$ cat src/rtl/eebe_pkg.sv
// shared types, constants and arithmetic helpers for the edge basis evaluator
`timescale 1ns / 1ps
package eebe_pkg;

  // element and result shape
  localparam int DOF_COUNT   = 4;
  localparam int DOF_W       = 2;
  localparam int COMP_COUNT  = 3;
  localparam int COMP_W      = 2;
  localparam int FRAC_BITS   = 12;

  // operand widths
  localparam int COORD_W     = 18;
  localparam int TERM_W      = 19;
  localparam int ELEM_W      = 20;
  localparam int VEC_W       = 3 * ELEM_W;
  localparam int OUT_W       = 32;
  localparam int CFG_IDX_W   = 3;
  localparam int ONE_Q16     = 65536;

  // rounding positions: bilinear weight carries 32 fraction bits, derivatives 16; shifts 35 and 19
  localparam int FIELD_SHIFT = 35;
  localparam int CURL_SHIFT  = 19;
  localparam int GRAD_SHIFT  = FRAC_BITS + 19;

  // point queue between front and back
  localparam int QUEUE_DEPTH = 2;
  localparam int QPTR_W      = 1;
  localparam int QCNT_W      = 2;

  // configuration register indexes
  typedef enum logic [CFG_IDX_W-1:0] {
    REG_SIGNS     = 3'd0,
    REG_TANGENT   = 3'd1,
    REG_BINORMAL  = 3'd2,
    REG_NORMAL    = 3'd3,
    REG_CURL_ETA  = 3'd4,
    REG_CURL_ZETA = 3'd5
  } reg_idx_t;

  // element frame as held in configuration
  typedef struct packed {
    logic [DOF_COUNT-1:0] signs;
    logic [VEC_W-1:0]     tangent;
    logic [VEC_W-1:0]     binormal;
    logic [VEC_W-1:0]     normal;
    logic [VEC_W-1:0]     curl_eta;
    logic [VEC_W-1:0]     curl_zeta;
  } cfg_t;

  // per-point factor terms 1 -/+ eta and 1 -/+ zeta in Q16
  typedef struct packed {
    logic signed [TERM_W-1:0] fe_m;
    logic signed [TERM_W-1:0] fe_p;
    logic signed [TERM_W-1:0] fz_m;
    logic signed [TERM_W-1:0] fz_p;
  } terms_t;

  // one signed component of a packed vector register
  function automatic logic signed [ELEM_W-1:0] vec_elem(input logic [VEC_W-1:0] vec,
                                                        input logic [COMP_W-1:0] idx);
    logic signed [ELEM_W-1:0] e;
    case (idx)
      2'd0:    e = vec[ELEM_W-1:0];
      2'd1:    e = vec[2*ELEM_W-1:ELEM_W];
      2'd2:    e = vec[3*ELEM_W-1:2*ELEM_W];
      default: e = '0;
    endcase
    return e;
  endfunction

  // round to nearest with ties upward, then saturate to 32 bits
  function automatic logic signed [OUT_W-1:0] round_sat(input logic signed [63:0] v,
                                                        input int unsigned s);
    logic signed [63:0] t;
    t = (v + (64'sd1 <<< (s - 1))) >>> s;
    if (t > 64'sd2147483647) begin
      t = 64'sd2147483647;
    end else if (t < -64'sd2147483648) begin
      t = -64'sd2147483648;
    end
    return OUT_W'(t);
  endfunction

endpackage

$ cat src/rtl/eebe_front.sv
// front end: takes a point beat, forms its factor terms and queues them
`timescale 1ns / 1ps
module eebe_front (
  input  logic                                  clk,
  input  logic                                  rst,
  input  logic                                  start,
  output logic                                  busy,
  input  logic signed [eebe_pkg::COORD_W-1:0]   eta,
  input  logic signed [eebe_pkg::COORD_W-1:0]   zeta,
  output logic                                  q_valid,
  output eebe_pkg::terms_t                      q_head,
  input  logic                                  pop
);

  localparam logic signed [eebe_pkg::TERM_W-1:0] ONE = eebe_pkg::TERM_W'(eebe_pkg::ONE_Q16);

  eebe_pkg::terms_t             entry [eebe_pkg::QUEUE_DEPTH];
  eebe_pkg::terms_t             terms;
  logic [eebe_pkg::QPTR_W-1:0]  wr_ptr;
  logic [eebe_pkg::QPTR_W-1:0]  rd_ptr;
  logic [eebe_pkg::QCNT_W-1:0]  count;
  logic                         push;

  // factor terms of the incoming point
  always_comb begin
    terms.fe_m = ONE - eebe_pkg::TERM_W'(eta);
    terms.fe_p = ONE + eebe_pkg::TERM_W'(eta);
    terms.fz_m = ONE - eebe_pkg::TERM_W'(zeta);
    terms.fz_p = ONE + eebe_pkg::TERM_W'(zeta);
  end

  // accept while the queue has room
  assign busy    = (count == eebe_pkg::QCNT_W'(eebe_pkg::QUEUE_DEPTH));
  assign push    = start && !busy;
  assign q_valid = (count != '0);
  assign q_head  = entry[rd_ptr];

  // queue control
  always_ff @(posedge clk) begin
    if (rst) begin
      wr_ptr <= '0;
      rd_ptr <= '0;
      count  <= '0;
    end else begin
      if (push) begin
        wr_ptr <= wr_ptr + 1'b1;
      end
      if (pop) begin
        rd_ptr <= rd_ptr + 1'b1;
      end
      if (push && !pop) begin
        count <= count + 1'b1;
      end else if (pop && !push) begin
        count <= count - 1'b1;
      end
    end
  end

  // queue storage
  always_ff @(posedge clk) begin
    if (push) begin
      entry[wr_ptr] <= terms;
    end
  end

  a_pop_nonempty: assert property (@(posedge clk) disable iff (rst)
    pop |-> count != '0)
    else $error("point queue popped while empty");

endmodule

$ cat config.mk
export PLATFORM = sky130hd
export DESIGN_NAME = eebe_front
export DESIGN_NICKNAME = d
export VERILOG_FILES = /design/src/rtl/eebe_pkg.sv /design/src/rtl/eebe_front.sv
export SDC_FILE = /design/constraint.sdc
export NUM_CORES = 1
export LEC_CHECK = 0
export BUFFER_PORTS_ARGS = -buffer_cell sky130_fd_sc_hd__buf_2
export CORE_ASPECT_RATIO = 2
export CORE_UTILIZATION = 30
export CTS_CLUSTER_SIZE = 30
export DETAILED_ROUTE_END_ITERATION = 16
export HOLD_SLACK_MARGIN = 0.03
export PLACE_DENSITY = 0.51
export REMOVE_ABC_BUFFERS = 1
export SYNTH_ARGS = -nofsm -noshare
export SYNTH_HDL_FRONTEND = slang
export SYNTH_SLANG_ARGS = --single-unit
$ cat constraint.sdc
create_clock -name clk -period 7.35 [get_ports clk]
set_input_delay 0.735 -clock clk [delete_from_list [all_inputs] [get_ports clk]]
set_output_delay 0.735 -clock clk [all_outputs]
set_load 0.01 [all_outputs]
==> impl_metrics.py <==
metrics = {
    "run_status": {
        "status": "completed",
    },
    "sta": {
        "period_needed_ns": 2.82,
        "whs_ns": 0.514,
        "setup_viol": 0,
        "tns_ns": 0,
        "fin_skew_ns": 0.0112,
        "slew_headroom_pct": 26.8,
        "fin_crit_sh_pct": 38.3,
        "worstMarginPinSlew_ns": 1.10,
        "slew_viol_final": 0,
        "hold_viol": 0,
        "fmax_ghz": 0.355,
        "rsz0062_at_grt": "no",
    },
    "worst_hold_path": {
        "hold_class": "reg2reg",
        "min_to": "count[1]",
        "whs_path_depth": 2,
        "hold_path.startpoint": "count[1]",
    },
    "critical_path": {
        "worst_setup_path_end_kind": "output port",
        "worst_setup_path_start_kind": "flip-flop",
        "reg2reg_from": "count[0]",
        "crit_required_ns": 6.61,
        "rrSetupSlack_ns": 5.29,
        "r2r-end": "entry[0][6]",
        "crit_type": "reg2out",
        "critPathMaxStageDelay_ns": 1.03,
        "crit_fanout": 74,
        "rr_worst_depth": 4,
        "arrival_ns": 2.08,
        "crit_chain": "mux2_2 > buf_2",
        "slowest_stage": "dfxtp_4",
    },
    "grt": {
        "antenna_found_initial": 0,
        "grt_remaining_overflow": 0,
        "grt.total_usage_pct": 12.8,
        "grt_pass1_vias": 3748,
        "grt_pass1_wl_mm": 20.3,
        "grt_max_degree": 75,
    },
    "placed_design": {
        "dp_hpwl_mm": 8.31,
        "place.gp.congestion": 0.675,
        "dp_cells": 737,
        "port_buffers": 117,
        "postPlaceCellArea_um2": 7220,
    },
    "cells_and_area": {
        "n_fill_cell": 1984,
        "multiInputGateArea_um2": 1690,
        "layout_commonest_cell": "edfxtp_1",
        "regArea_um2": 4550,
        "syn2layout_area_growth_pct": 23.2,
        "antennaDiodeCount": 0,
        "finalNonFillerCells": 769,
        "final_util_pct": 37.9,
        "layout_common_cells": "edfxtp_1 (148), buf_2 (117), mux2_2 (74)",
        "nets": 539,
        "finalInstanceArea_um2": 7780,
        "post_route_cells_drive_above_1_share_pct": 47.3,
    },
    "clocking": {
        "clkTransAtPathRegs_ns": 0.06,
        "numCtsBuffers": 17,
        "postCtsSetupBuffers": 0,
        "clock-sinks": 153,
        "clk_path_buf_depth": 2,
        "tritoncts": "done",
        "cts_max_level": 4,
        "cts-root-buf": "clkbuf_16",
        "cts_resized": 0,
        "clk_latency_ns": 0.43,
        "postCtsHoldBufs": 0,
    },
    "run": {
        "drv_cap": 0,
    },
    "synthesis": {
        "synthCells": 362,
        "yosys_most_used_dff": "edfxtp_1",
        "synth_edf_count": 148,
        "yosysSeqAreaShare_pct": 72.0,
        "synth.distinct_cells": 32,
        "ys_ff_latch": 153,
        "async_flop_share_pct": 0,
        "syn_avg_cell_area_um2": 17.4,
        "ys_warn_count": 0,
        "syn_area_um2": 6310,
    },
    "detailed_routing": {
        "avgViaCountPerCell": 4.46,
        "ant_nets": 0,
        "drt_iter0_drc": 58,
        "drc": 0,
        "wl_per_cell_um": 16.7,
        "vias": 3428,
        "drtPass1Iterations": 4,
        "wl_mm": 12.8,
    },
    "pwr": {
        "clkPwrFrac_pct": 36.6,
        "leakage_uw": 0.00276,
        "ir_drop_mv": 0.178,
        "internal-power_uw": 1710,
        "combPwrFrac_pct": 14.1,
        "powerDensity_nw_per_um2": 292,
        "seqPwrFrac_pct": 49.3,
        "netSwitchingPower_uw": 560,
        "p_sw_share_pct": 24.6,
    },
    "die": {
        "die_x_um": 105,
        "rows": 74,
        "die_y_um": 207,
        "io-pin-count": 118,
        "initial_utilization_pct": 30.7,
        "core_area_um2": 20600,
        "die_area_um2": 21700,
    },
}
[logic make-up (layout without fill, tap and decap cells)]
family | Yosys count | in the layout | synth area share [%]
buffers and inverters | 22 | 163 | 1.43
AOI/OAI and AO/OA | 8 | 8 | 1.07
DFF | 153 | 153 | 72.0
muxes | 74 | 74 | 13.2
adders and majority gates | 9 | 9 | 1.78
and+or+nand+nor | 59 | 59 | 5.43
xor gates and xnor gates | 37 | 37 | 5.13
[power by group through the flow]
stage	sequential, µW	clock [µW]	combinational [µW]
floorplan	1130	0	192
global placement	1140	0	328
detailed placement	1140	0	331
CTS	1120	858	333
global route	1130	891	351
finish	1120	833	321
[critical path, delay by kind of cell (launching register included)]
| family | cells | cell delay [ns] |
|---|---|---|
| flops | 1 | 1.03 |
| mux | 1 | 0.44 |
| buf+inv | 1 | 0.14 |
[per-layer routing]
metal  global-route usage (%)  part of all wire (%)
met3                     3.56                   3.5
met4                     6.80                   2.2
met5                        0                     0
met1                     12.0                    36
met2                     24.3                    58
[registers in the layout (all words and copies together), names as in the netlist, named ones only]
| name | cells |
|---|---|
| rd_ptr | 1 |
| entry | 148 |
| count | 2 |
| wr_ptr | 1 |
[Yosys cell counts, types with 2 or more instances]
| cell | count | share of area (%) |
|---|---|---|
| a21oi_1 | 4 | 0.32 |
| buf_4 | 2 | 0.24 |
| clkbuf_1 | 8 | 0.48 |
| dfxtp_1 | 5 | 1.6 |
| edfxtp_1 | 148 | 70 |
| ha_1 | 9 | 1.8 |
| inv_1 | 12 | 0.71 |
| mux2_2 | 74 | 13 |
| nand2_1 | 8 | 0.48 |
| nand2b_1 | 2 | 0.20 |
| nand3_1 | 3 | 0.24 |
| nor2_1 | 20 | 1.2 |
| nor3_1 | 5 | 0.40 |
| nor3_2 | 2 | 0.32 |
| nor4_1 | 2 | 0.20 |
| nor4_2 | 3 | 0.59 |
| or2_2 | 2 | 0.20 |
| or3_1 | 2 | 0.20 |
| or3_4 | 2 | 0.36 |
| or4_1 | 2 | 0.24 |
| xnor2_1 | 25 | 3.5 |
| xor2_1 | 12 | 1.7 |
[through the flow]
stage	setup slack, ns	total power [µW]
2_1_floorplan	2.93	1330
3_3_place_gp	4.61	1460
3_5_place_dp	4.59	1470
4_1_cts	4.42	2320
5_1_grt	4.36	2380
6_report	4.53	2280
[how the worst max path moves through the flow]
stage                     startpoint           end  slack [ns]  cells past startpoint
after global placement       zeta[0]  entry[0][37]        4.61                      7
after floorplan                start  entry[0][10]        2.93                      2
after detailed placement     zeta[0]  entry[0][37]        4.59                      7
after global routing       flip-flop    q_head[26]        4.36                      2
after CTS                  flip-flop    q_head[71]        4.42                      2
final                      flip-flop    q_head[26]        4.53                      2
[layout make-up]
type	count	share of cell area, %
sequential	153	58.4
multi-input combinational	187	21.8
timing repair buffer	119	7.72
clock buffer	19	5.56
tap	266	4.28
clock inverter	13	1.67
inverter	12	0.579
No activity file was read; power rests on OpenSTA's default activity.
